==> config.mk <==
export PLATFORM = sky130hd
export DESIGN_NAME = sine_commutation_pwm
export DESIGN_NICKNAME = d
export VERILOG_FILES = /design/src/rtl/core/scpwm_pkg.sv /design/src/rtl/core/scpwm_index.sv /design/src/rtl/core/scpwm_lookup.sv /design/src/rtl/core/sine_commutation_pwm.sv
export SDC_FILE = /design/constraint.sdc
export NUM_CORES = 2
export LEC_CHECK = 0
export ABC_AREA = 0
export BUFFER_PORTS_ARGS = -buffer_cell sky130_fd_sc_hd__buf_2
export CORE_MARGIN = 2
export CORE_UTILIZATION = 51
export CTS_CLUSTER_SIZE = 20
export DETAILED_ROUTE_END_ITERATION = 6
export MAX_ROUTING_LAYER = met4
export PLACE_DENSITY = 0.67
export SLEW_MARGIN = 20
export SYNTH_ARGS = -nofsm -noshare
export SYNTH_HDL_FRONTEND = slang
export SYNTH_SLANG_ARGS = --single-unit
==> constraint.sdc <==
create_clock -name clk -period 8.7 [get_ports clk]
set_clock_uncertainty 0.2 [all_clocks]
set_input_delay 1.74 -clock clk [delete_from_list [all_inputs] [get_ports clk]]
set_output_delay 1.74 -clock clk [all_outputs]
set_load 0.02 [all_outputs]
==> src/rtl/core/scpwm_pkg.sv <==
package scpwm_pkg;

  localparam int ANGLE_W     = 16;
  localparam int TORQUE_W    = 13;
  localparam int DUTY_W      = 10;
  localparam int NUM_PHASES  = 3;
  localparam int NUM_STAGES  = 5;

  // Torque is unsigned Q1.12; values above 1.0 are clamped to 1.0.
  localparam int                  TORQUE_FRAC = 12;
  localparam logic [TORQUE_W-1:0] TORQUE_FULL = TORQUE_W'(1 << TORQUE_FRAC);

  // Phase angles are kept in thirds of an angle unit, so the 1/3 and 2/3
  // turn offsets are exact. One turn spans three times 2^16 such units.
  localparam int PHASE_W = ANGLE_W + 2;
  localparam int SPAN    = 3 * (1 << ANGLE_W);

  // floor(y / 3) = (y * RECIP3) >> RECIP3_SHIFT, exact for y below 2^16.
  localparam int               RECIP3_W     = 16;
  localparam logic [RECIP3_W-1:0] RECIP3    = 16'd43691;
  localparam int               RECIP3_SHIFT = 17;

  // Load enables of the five pipeline stages.
  typedef struct packed {
    logic ld_phase;
    logic ld_scale;
    logic ld_index;
    logic ld_read;
    logic ld_duty;
  } stage_ld_t;

endpackage

==> src/rtl/core/scpwm_index.sv <==
module scpwm_index #(
  parameter int TABLE_DEPTH = 244,
  localparam int IDX_W = $clog2(TABLE_DEPTH)
) (
  input  logic                                       clk,
  input  scpwm_pkg::stage_ld_t                       ld,
  input  logic [scpwm_pkg::ANGLE_W-1:0]              in_field_angle,
  input  logic [scpwm_pkg::TORQUE_W-1:0]             in_torque,
  output logic [scpwm_pkg::NUM_PHASES-1:0][IDX_W-1:0] idx_o,
  output logic [scpwm_pkg::TORQUE_W-1:0]             torque_o
);

  localparam int DEPTH_W = $clog2(TABLE_DEPTH + 1);
  localparam int Y_W     = $clog2(3 * TABLE_DEPTH);
  localparam int NPH     = scpwm_pkg::NUM_PHASES;
  localparam int PH_W    = scpwm_pkg::PHASE_W;
  localparam logic [DEPTH_W-1:0] DEPTH_C = DEPTH_W'(TABLE_DEPTH);

  logic [NPH-1:0][PH_W-1:0]  phase_nxt, phase_r;
  logic [NPH-1:0][Y_W-1:0]   scaled_nxt, scaled_r;
  logic [NPH-1:0][IDX_W-1:0] idx_nxt, idx_r;
  logic [scpwm_pkg::TORQUE_W-1:0] torque1_nxt, torque1_r, torque2_r, torque3_r;

  // Stage 1: three phase angles in thirds of a unit, wrapped to one turn, and the torque clamp.
  always_comb begin
    logic [PH_W-1:0] ang3;
    logic [PH_W:0]   s;
    ang3 = {2'b00, in_field_angle} + {1'b0, in_field_angle, 1'b0};
    for (int k = 0; k < NPH; k++) begin
      s = {1'b0, ang3} + ((PH_W + 1)'(k) << scpwm_pkg::ANGLE_W);
      if (s >= (PH_W + 1)'(scpwm_pkg::SPAN)) begin
        phase_nxt[k] = PH_W'(s - (PH_W + 1)'(scpwm_pkg::SPAN));
      end else begin
        phase_nxt[k] = PH_W'(s);
      end
    end
    torque1_nxt = (in_torque > scpwm_pkg::TORQUE_FULL) ? scpwm_pkg::TORQUE_FULL : in_torque;
  end

  // Stage 2: scale by the table depth and drop the 2^16 part of the span.
  always_comb begin
    logic [PH_W+DEPTH_W-1:0] p;
    for (int k = 0; k < NPH; k++) begin
      p = {{DEPTH_W{1'b0}}, phase_r[k]} * {{PH_W{1'b0}}, DEPTH_C};
      scaled_nxt[k] = Y_W'(p >> scpwm_pkg::ANGLE_W);
    end
  end

  // Stage 3: the remaining factor of three of the span.
  always_comb begin
    logic [Y_W+scpwm_pkg::RECIP3_W-1:0] p;
    for (int k = 0; k < NPH; k++) begin
      p = {{scpwm_pkg::RECIP3_W{1'b0}}, scaled_r[k]} * {{Y_W{1'b0}}, scpwm_pkg::RECIP3};
      idx_nxt[k] = IDX_W'(p >> scpwm_pkg::RECIP3_SHIFT);
    end
  end

  always_ff @(posedge clk) begin
    if (ld.ld_phase) begin
      phase_r   <= phase_nxt;
      torque1_r <= torque1_nxt;
    end
    if (ld.ld_scale) begin
      scaled_r  <= scaled_nxt;
      torque2_r <= torque1_r;
    end
    if (ld.ld_index) begin
      idx_r     <= idx_nxt;
      torque3_r <= torque2_r;
    end
  end

  assign idx_o    = idx_r;
  assign torque_o = torque3_r;

endmodule

==> src/rtl/core/scpwm_lookup.sv <==
module scpwm_lookup #(
  parameter int PWM_BITS    = 10,
  parameter int TABLE_DEPTH = 244,
  localparam int IDX_W = $clog2(TABLE_DEPTH)
) (
  input  logic                                                   clk,
  input  scpwm_pkg::stage_ld_t                                   ld,
  input  logic [scpwm_pkg::NUM_PHASES-1:0][IDX_W-1:0]            idx_i,
  input  logic [scpwm_pkg::TORQUE_W-1:0]                         torque_i,
  output logic [scpwm_pkg::NUM_PHASES-1:0][scpwm_pkg::DUTY_W-1:0] duty_o
);

  localparam int NPH    = scpwm_pkg::NUM_PHASES;
  localparam int PROD_W = scpwm_pkg::TORQUE_W + PWM_BITS;
  localparam logic [63:0] ONE_Q62     = 64'h4000_0000_0000_0000;
  localparam logic [63:0] HALF_PI_Q62 = 64'h6487_ED51_10B4_611A;
  localparam logic [63:0] DEPTH_64    = 64'(TABLE_DEPTH);

  // Angle step of one table entry on the quarter turn, as quotient and remainder.
  localparam logic [63:0] STEP_HI  = HALF_PI_Q62 / DEPTH_64;
  localparam logic [63:0] STEP_REM = HALF_PI_Q62 % DEPTH_64;

  // Taylor series denominators (2n)(2n+1) for terms 1 to 20.
  localparam logic [63:0] TAYLOR_DIV [1:20] = '{
    64'd6,   64'd20,  64'd42,  64'd72,   64'd110,  64'd156,  64'd210,
    64'd272, 64'd342, 64'd420, 64'd506,  64'd600,  64'd702,  64'd812,
    64'd930, 64'd1056, 64'd1190, 64'd1332, 64'd1482, 64'd1640
  };

  typedef logic [PWM_BITS-1:0] tab_t [TABLE_DEPTH];

  // Q2.62 product, for operands below 2^63.
  function automatic logic [63:0] mul_q62(input logic [63:0] a, input logic [63:0] b);
    logic [127:0] p;
    p = {64'd0, a} * {64'd0, b};
    return p[125:62];
  endfunction

  // Taylor series of sin on the first quadrant, clipped to 1.0.
  function automatic logic [63:0] sine_q62(input logic [63:0] x);
    logic [63:0] x2, term, sum;
    x2   = mul_q62(x, x);
    term = x;
    sum  = x;
    for (logic [4:0] n = 5'd1; n <= 5'd20; n++) begin
      term = mul_q62(term, x2) / TAYLOR_DIV[n];
      if (n[0]) begin
        sum = (sum > term) ? sum - term : 64'd0;
      end else begin
        sum = sum + term;
      end
    end
    return (sum > ONE_Q62) ? ONE_Q62 : sum;
  endfunction

  function automatic logic [63:0] quarter_sine(input logic [63:0] r);
    return sine_q62(STEP_HI * r + (STEP_REM * r) / DEPTH_64);
  endfunction

  // Offset sine table, worked out at elaboration.
  function automatic tab_t build_table();
    tab_t        tab;
    logic [63:0] q4, quad, r, mag, x;
    logic [127:0] p;
    for (int i = 0; i < TABLE_DEPTH; i++) begin
      q4   = 64'(4 * i);
      quad = q4 / DEPTH_64;
      r    = q4 % DEPTH_64;
      if (r == 64'd0) begin
        mag = quad[0] ? ONE_Q62 : 64'd0;
      end else if (quad[0]) begin
        mag = quarter_sine(DEPTH_64 - r);
      end else begin
        mag = quarter_sine(r);
      end
      x = (quad >= 64'd2) ? ONE_Q62 - mag : ONE_Q62 + mag;
      p = {64'd0, 64'((64'd1 << PWM_BITS) - 64'd1)} * {64'd0, x};
      tab[i] = PWM_BITS'(p >> 63);
    end
    return tab;
  endfunction

  localparam tab_t SINE_TAB = build_table();

  logic [NPH-1:0][PWM_BITS-1:0]          entry_r;
  logic [NPH-1:0][scpwm_pkg::DUTY_W-1:0] duty_nxt, duty_r;
  logic [scpwm_pkg::TORQUE_W-1:0]        torque4_r;

  always_comb begin
    logic [PROD_W-1:0] p;
    for (int k = 0; k < NPH; k++) begin
      p = {{PWM_BITS{1'b0}}, torque4_r} * {{scpwm_pkg::TORQUE_W{1'b0}}, entry_r[k]};
      duty_nxt[k] = scpwm_pkg::DUTY_W'(p >> scpwm_pkg::TORQUE_FRAC);
    end
  end

  always_ff @(posedge clk) begin
    if (ld.ld_read) begin
      for (int k = 0; k < NPH; k++) begin
        entry_r[k] <= SINE_TAB[idx_i[k]];
      end
      torque4_r <= torque_i;
    end
    if (ld.ld_duty) begin
      duty_r <= duty_nxt;
    end
  end

  assign duty_o = duty_r;

endmodule

==> src/rtl/core/sine_commutation_pwm.sv <==
// Three-phase sine commutation: field angle and torque in, three PWM duties out.
// The five register stages each hold one item.
// Throughput: one item per cycle while the output is not stalled.
// Reset (rst_n low, synchronous) empties the pipeline; the table is constant logic.
// A stalled output holds its item and the stages behind it fill, then in_ready drops.
module sine_commutation_pwm #(
  parameter int PWM_BITS    = 10,
  parameter int TABLE_DEPTH = 244
) (
  input  logic                           clk,
  input  logic                           rst_n,
  input  logic                           in_valid,
  output logic                           in_ready,
  input  logic [scpwm_pkg::ANGLE_W-1:0]  in_field_angle,
  input  logic [scpwm_pkg::TORQUE_W-1:0] in_torque,
  output logic                           out_valid,
  input  logic                           out_ready,
  output logic [scpwm_pkg::DUTY_W-1:0]   out_duty_a,
  output logic [scpwm_pkg::DUTY_W-1:0]   out_duty_b,
  output logic [scpwm_pkg::DUTY_W-1:0]   out_duty_c
);

  localparam int IDX_W = $clog2(TABLE_DEPTH);
  localparam int NST   = scpwm_pkg::NUM_STAGES;

  // Stages: 1 phase angles and torque clamp, 2 depth scaling, 3 divide by
  // three into a table index, 4 table read, 5 torque scaling into the
  // output register.
  logic [NST-1:0] vld_r, vld_nxt;
  logic [NST:0]   rdy;
  scpwm_pkg::stage_ld_t ld;

  logic [scpwm_pkg::NUM_PHASES-1:0][IDX_W-1:0]            idx;
  logic [scpwm_pkg::TORQUE_W-1:0]                         torque3;
  logic [scpwm_pkg::NUM_PHASES-1:0][scpwm_pkg::DUTY_W-1:0] duty;

  // A stage takes a new item when it is empty or its item moves on in the
  // same cycle, so bubbles close up and a stall never drops an item.
  always_comb begin
    logic [NST-1:0] prev;
    rdy[NST] = out_ready;
    for (int i = NST - 1; i >= 0; i--) begin
      rdy[i] = !vld_r[i] || rdy[i+1];
    end
    prev = {vld_r[NST-2:0], in_valid};
    for (int i = 0; i < NST; i++) begin
      vld_nxt[i] = rdy[i] ? prev[i] : vld_r[i];
    end
  end

  always_ff @(posedge clk) begin
    if (!rst_n) begin
      vld_r <= '0;
    end else begin
      vld_r <= vld_nxt;
    end
  end

  assign ld.ld_phase = rdy[0];
  assign ld.ld_scale = rdy[1];
  assign ld.ld_index = rdy[2];
  assign ld.ld_read  = rdy[3];
  assign ld.ld_duty  = rdy[4];

  scpwm_index #(
    .TABLE_DEPTH(TABLE_DEPTH)
  ) u_index (
    .clk           (clk),
    .ld            (ld),
    .in_field_angle(in_field_angle),
    .in_torque     (in_torque),
    .idx_o         (idx),
    .torque_o      (torque3)
  );

  scpwm_lookup #(
    .PWM_BITS   (PWM_BITS),
    .TABLE_DEPTH(TABLE_DEPTH)
  ) u_lookup (
    .clk     (clk),
    .ld      (ld),
    .idx_i   (idx),
    .torque_i(torque3),
    .duty_o  (duty)
  );

  assign in_ready   = rdy[0];
  assign out_valid  = vld_r[NST-1];
  assign out_duty_a = duty[0];
  assign out_duty_b = duty[1];
  assign out_duty_c = duty[2];

endmodule

### Word level (Yosys, flattened, before mapping)

Memory sizes are Yosys's and may differ from the RTL's. A register that Yosys moved wholly into a read port is not among the register bits.
Index checks and enable logic that the tools add are counted.

| storage, ports and cells | value |
|---|---|
| register bits | 195 |
| ROM bits | 7680 |
| input bits | 33 |
| output and inout bits | 32 |
| logic and storage cells | 59 |
| memories kept | 3 |

Memory list:

| memory | words | width | read ports | clocked after memory_dff | wr ports | RTL line | source |
|---|---|---|---|---|---|---|---|
| (no name shown) | 256 | 10 | 1 | 1 | 0 | scpwm_lookup.sv:100 | `entry_r[k] <= SINE_TAB[idx_i[k]];` |
| (no name shown) | 256 | 10 | 1 | 1 | 0 | scpwm_lookup.sv:100 |  |
| (no name shown) | 256 | 10 | 1 | 1 | 0 | scpwm_lookup.sv:100 |  |

| cells by class | value |
|---|---|
| add/subtract/negate cells | 6 |
| $mul | 9 |
| $lt $le $gt $ge | 4 |
| mux-type cells | 3 |
| bitwise logic cells | 3 |
| reductions and logical operators | 10 |

Operators with widths:

| operator | number |
|---|---|
| 10-bit by 16-bit multiplier with 25-bit output, second input constant | 3 |
| 18-bit by 6-bit multiplier with 24-bit output, second input constant | 3 |
| 13-bit by 10-bit multiplier with 22-bit output | 3 |
| 18-bit two-way mux | 3 |
| 18-bit subtractor, second input constant | 3 |
| 19-bit by 18-bit greater-or-equal comparator with 1-bit output, second input constant | 2 |
| 8-bit NOT with 9-bit output | 3 |
| 18-bit by 17-bit adder with 19-bit output, second input constant | 1 |
| 18-bit by 18-bit adder with 19-bit output, second input constant | 1 |
| 16-bit by 17-bit adder with 18-bit output | 1 |
| 18-bit greater-or-equal comparator, second input constant | 1 |
| 13-bit > comparator, second input constant | 1 |
| 1-bit zero test | 5 |
| 1-bit logical OR | 5 |

### Logic depth before layout (Yosys ltp)

| logic depth | value |
|---|---|
| depth in word-level cells | 6 |
| depth in mapped cells | 21 |
| mapped depth without buffers | 20 |

### By module

A second synthesis with hierarchy kept.

| second synthesis, totals | value |
|---|---|
| cells, all modules | 4026 |
| area, all modules | 35870.7 sq um |

Modules (own cells, without submodules):

| module | times used | cells an instance | area an instance (sq um) | sequential area each (sq um) |
|---|---|---|---|---|
| scpwm_lookup | 1 | 2854 | 22282.6 | 2192.1 |
| scpwm_index | 1 | 1150 | 13392.8 | 3303.2 |
| sine_commutation_pwm | 1 | 22 | 195.2 | 100.1 |

### Worst setup path before layout

Ideal clock, no wire load.

| timing path | value |
|---|---|
| path kind | input-to-reg |
| from | input port in_field_angle[0] (netlist name) |
| to | register u_index.phase_r[35] (netlist name) (data pin) |
| library setup time | 263 ps |
| arrival time | 5266 ps |
| slack | 2971 ps |
| stages | 18 |
| path buffers | 0 |
| path through | ha_1 -> inv_1 -> fa_1 -> nand2b_1 -> a21o_2 -> a21o_1 -> o21ai_1 -> a21oi_1 -> o21ai_0 -> a21o_1 -> ha_1 -> nand2_1 -> or4_1 -> or4_1 -> or4_1 -> nor4_4 -> a211o_2 -> o211ai_2 |

RTL lines:

| element | RTL line | source |
|---|---|---|
| from (decl) | sine_commutation_pwm.sv:14 | `input logic [scpwm_pkg::ANGLE_W-1:0] in_field_angle,` |
| to (signal assigned) | scpwm_index.sv:60 | `phase_r <= phase_nxt;` |
| to (decl) | scpwm_index.sv:19 | `logic [NPH-1:0][PH_W-1:0] phase_nxt, phase_r;` |

==> impl_metrics.prom <==
# TYPE chip_impl_metric gauge
chip_impl_info{name="run_status",value="complete, no violations"} 1
chip_impl_metric{name="synthesized_netlist_cell_count",unit=""} 4044
chip_impl_metric{name="area_delta_synth_final",unit="%"} 4.07
chip_impl_metric{name="grt_antenna_before_repair",unit=""} 0
chip_impl_metric{name="layout_cells_sized_above_1",unit=""} 0.0517
chip_impl_info{name="criticalPathCategory",value="reg2reg"} 1
chip_impl_metric{name="num_rows",unit=""} 96
chip_impl_metric{name="ant_nets",unit=""} 0
chip_impl_metric{name="synth.top_cell.area_share",unit=""} 0.232
chip_impl_metric{name="detail_route.wl_per_cell",unit="µm"} 17.9
chip_impl_metric{name="route.met2.wl",unit="µm"} 40300
chip_impl_metric{name="final_nets",unit=""} 4848
chip_impl_info{name="timing.critical_path.cells",value="nand2_1 > fa_1 > inv_1 > fa_1 > inv_1 > fa_1 > inv_1 > fa_1 > inv_1 > fa_1 > inv_1 > ha_1 > nand2_1 > o211a_1 > o21ai_0 > a21oi_1 > o31ai_1 > nor4_1 > nor3_1 > xnor2_1"} 1
chip_impl_metric{name="worstHoldPathCells",unit=""} 0
chip_impl_metric{name="yosysUniqueCellTypes",unit=""} 88
chip_impl_info{name="synthTopCellsByArea",value="fa_1 (23%), ha_1 (17%), edfxtp_1 (15%)"} 1
chip_impl_metric{name="fmax",unit="MHz"} 159
chip_impl_info{name="yosysTopAreaCell",value="fa_1"} 1
chip_impl_metric{name="dpl_worst_slack",unit="ps"} 2470
chip_impl_info{name="clock_tree.root_cell",value="clkbuf_16"} 1
chip_impl_metric{name="start_util",unit=""} 0.517
chip_impl_metric{name="gr-usage-all-layers",unit=""} 0.255
chip_impl_metric{name="place_area",unit="µm²"} 36500
chip_impl_metric{name="clk_pin_slew",unit="ps"} 80
chip_impl_metric{name="route.detailed.vias_per_inst",unit=""} 5.87
chip_impl_info{name="critical_path.top_delay_family",value="adder cells"} 1
chip_impl_metric{name="ys_ff_latch",unit=""} 189
chip_impl_info{name="synth_commonest_cells",value="inv_1 (546), ha_1 (486), nand2_1 (427)"} 1
chip_impl_metric{name="antenna_cells_inserted",unit=""} 0
chip_impl_info{name="synth_most_common_cell",value="inv_1"} 1
chip_impl_info{name="setup.worst_path.start_class",value="register"} 1
chip_impl_metric{name="remaining_drc_errors",unit=""} 0
chip_impl_info{name="min-delay-path-class",value="reg2reg"} 1
chip_impl_metric{name="reg2reg_setup_slack",unit="ps"} 2410
chip_impl_metric{name="drt-met1-wl",unit="µm"} 38200
chip_impl_metric{name="port-buffer-count",unit=""} 64
chip_impl_metric{name="total_non_filler_cell_area_in_the_finished_layout",unit="µm²"} 37100
chip_impl_info{name="critPathSlowestCell",value="edfxtp_1"} 1
chip_impl_metric{name="final.min_clock_period",unit="ps"} 6290
chip_impl_metric{name="first_global_vias",unit=""} 28063
chip_impl_metric{name="io_pins",unit=""} 65
chip_impl_metric{name="floorplan.die_area",unit="µm²"} 72100
chip_impl_metric{name="initialDrtViolationCount",unit=""} 2455
chip_impl_metric{name="synth-edff-count",unit=""} 184
chip_impl_metric{name="fin_crit_sh",unit=""} 0.723
chip_impl_info{name="timing.rr.start",value="u_lookup.torque4_r[5]"} 1
chip_impl_info{name="worst_hold_startpoint",value="u_index.torque_o[8]"} 1
chip_impl_metric{name="drv_slew",unit=""} 0
chip_impl_metric{name="detailedPlacementHpwl",unit="µm"} 65000
chip_impl_metric{name="path_max_fanout",unit=""} 30
chip_impl_metric{name="wire_length_of_the_first_global_routing_pass",unit="µm"} 144000
chip_impl_metric{name="clock_tree.buffer_depth",unit=""} 2
chip_impl_metric{name="post-route-util",unit=""} 0.538
chip_impl_metric{name="length_in_cells_of_the_worst_reg_to_reg_path",unit=""} 20
chip_impl_info{name="min_to",value="u_lookup.torque4_r[8]"} 1
chip_impl_info{name="ys.flop_type",value="edfxtp_1"} 1
chip_impl_metric{name="ys.warnings.count",unit=""} 0
chip_impl_metric{name="cts_num_sinks",unit=""} 189
chip_impl_info{name="highest-signal-layer",value="met4"} 1
chip_impl_info{name="endpoint_kind",value="register"} 1
chip_impl_metric{name="final.setup.worst_slack",unit="ps"} 2410
chip_impl_metric{name="vias",unit=""} 28507
chip_impl_metric{name="met3_wirelength",unit="µm"} 6000
chip_impl_metric{name="report.final.setup_viol",unit=""} 0
chip_impl_metric{name="postSynthAreaPerCell",unit="µm²"} 8.82
chip_impl_metric{name="numCtsBuffers",unit=""} 17
chip_impl_metric{name="ctsHtreeMaxLevel",unit=""} 4
chip_impl_metric{name="arrival",unit="ps"} 6340
chip_impl_metric{name="timing_hold_violations_final",unit=""} 0
chip_impl_metric{name="chipHeight",unit="µm"} 268
chip_impl_metric{name="clock_insertion_delay_worst_skew",unit="ps"} 500
chip_impl_metric{name="max_cap_viol_count",unit=""} 0
chip_impl_info{name="crit_path_start",value="u_lookup.torque4_r[5]"} 1
chip_impl_info{name="tritoncts",value="built"} 1
chip_impl_metric{name="timing.critical_path.required",unit="ps"} 8750
chip_impl_info{name="grt_setup_unrepaired",value="no"} 1
chip_impl_metric{name="timing_worst_slew_pin_value",unit="ps"} 1110
chip_impl_metric{name="max-slew-margin-rel",unit=""} 0.262
chip_impl_metric{name="cts_setup_buffers",unit=""} 0
chip_impl_metric{name="synth_async_sr_flop_share",unit=""} 0
chip_impl_metric{name="drt_first_pass_iters",unit=""} 7
chip_impl_info{name="worst_r2r_endpoint",value="u_lookup.duty_o[29]"} 1
chip_impl_metric{name="syn_nets",unit=""} 4976
chip_impl_metric{name="syn-cell-area",unit="µm²"} 35700
chip_impl_metric{name="routed_wl",unit="µm"} 86900
chip_impl_metric{name="die-width",unit="µm"} 268
chip_impl_metric{name="total_congestion_overflow",unit=""} 0
chip_impl_metric{name="core",unit="µm²"} 68900
chip_impl_metric{name="gp_congestion",unit=""} 0.990
chip_impl_metric{name="cts.hold.buffers_added",unit=""} 0
chip_impl_metric{name="pin_count_of_the_biggest_net_entering_global_routing",unit=""} 91
chip_impl_metric{name="synth_seq_area_share",unit=""} 0.158
chip_impl_metric{name="slowest_delay",unit="ps"} 1040
chip_impl_metric{name="ctsResizeCount",unit=""} 0
chip_impl_metric{name="path_buf_inv",unit=""} 5
chip_impl_metric{name="num-fill-cells",unit=""} 6371
chip_impl_metric{name="timing.setup.tns",unit="ps"} 0
layout make-up:
cell class              instances  area [µm²]  area share
clock buffers                  17         425      0.0115
clock inverters                15         199     0.00536
inverters                     548        2060      0.0554
multi-input cells            3053       27000       0.727
flip-flops and latches        189        5630       0.152
well taps                     931        1160      0.0314
repair buffers                107         643      0.0173
placed cells by master (no fill, tap or decap), types with 11 or more instances in the layout:
cell type / n
a21oi_1: 235
inv_1: 545
nand2b_1: 39
xnor2_1: 69
o221ai_1: 11
ha_1: 486
a21o_1: 44
clkbuf_16: 17
nand3_1: 63
buf_4: 43
nor2_1: 230
o21ai_0: 190
a221oi_1: 15
mux4_2: 21
a2111oi_0: 11
nor2b_1: 50
a211oi_1: 61
o31ai_1: 22
fa_1: 413
xor2_1: 34
or3_1: 13
a31oi_1: 54
edfxtp_1: 184
and2_1: 194
o211ai_1: 44
o311ai_0: 19
nor3_1: 54
nand2_1: 425
buf_2: 64
o21a_1: 14
o22ai_1: 23
a311oi_1: 25
and3_1: 21
registers in the layout (all words and copies together) (netlist names):
register / flops
u_index.idx_o: 24
u_index.phase_r: 22
u_index.scaled_r: 26
u_index.torque1_r: 13
u_index.torque2_r: 13
u_index.torque_o: 13
u_lookup.duty_o: 30
u_lookup.entry_r: 30
u_lookup.torque4_r: 13
vld_r: 5
stage by stage:
| step | hold WS (ps) | instances |
|---|---|---|
| finish | 217 | 4860 |
| global route | 224 | 4860 |
| CTS | 217 | 4860 |
| detailed placement | 205 | 4828 |
| global placement | 201 | 4828 |
| floorplan | 200 | 4044 |
metal layers:
layer | vias up | GRT usage
li1 | 13512 | -
met3 | 166 | 0.0382
met1 | 13720 | 0.341
met5 | - | -
met2 | 1109 | 0.403
met4 | 0 | 0.0790
worst max path at each step:
stage / end / slack, ps / cells after the start
after floorplan: u_index.phase_r[35] / 2970 / 18
after global placement: u_lookup.duty_o[19] / 2560 / 17
after detailed placement: u_index.phase_r[34] / 2470 / 19
after CTS: u_lookup.duty_o[29] / 2500 / 21
after global routing: u_lookup.duty_o[19] / 1940 / 17
final: u_lookup.duty_o[29] / 2410 / 20
worst register-to-register path, stage by stage (launching register included):
cell	delay, ps
edfxtp_1	1040
nand2_1	160
fa_1	530
inv_1	50
fa_1	490
inv_1	50
fa_1	520
inv_1	50
fa_1	470
inv_1	50
fa_1	470
inv_1	50
ha_1	280
nand2_1	50
o211a_1	210
o21ai_0	140
a21oi_1	160
o31ai_1	630
nor4_1	110
nor3_1	260
xnor2_1	80
logic make-up after synthesis:
group / Yosys count / share of synthesized area
xor+xnor: 103 / 0.0253
buf+inv: 802 / 0.0855
flops: 189 / 0.158
simple gates: 1154 / 0.155
fa+ha+maj: 899 / 0.402
mux: 36 / 0.0176
compound gates: 861 / 0.157
Power is not shown: default switching activity piles up to over one toggle a cycle in this logic, so the estimate is an artifact.
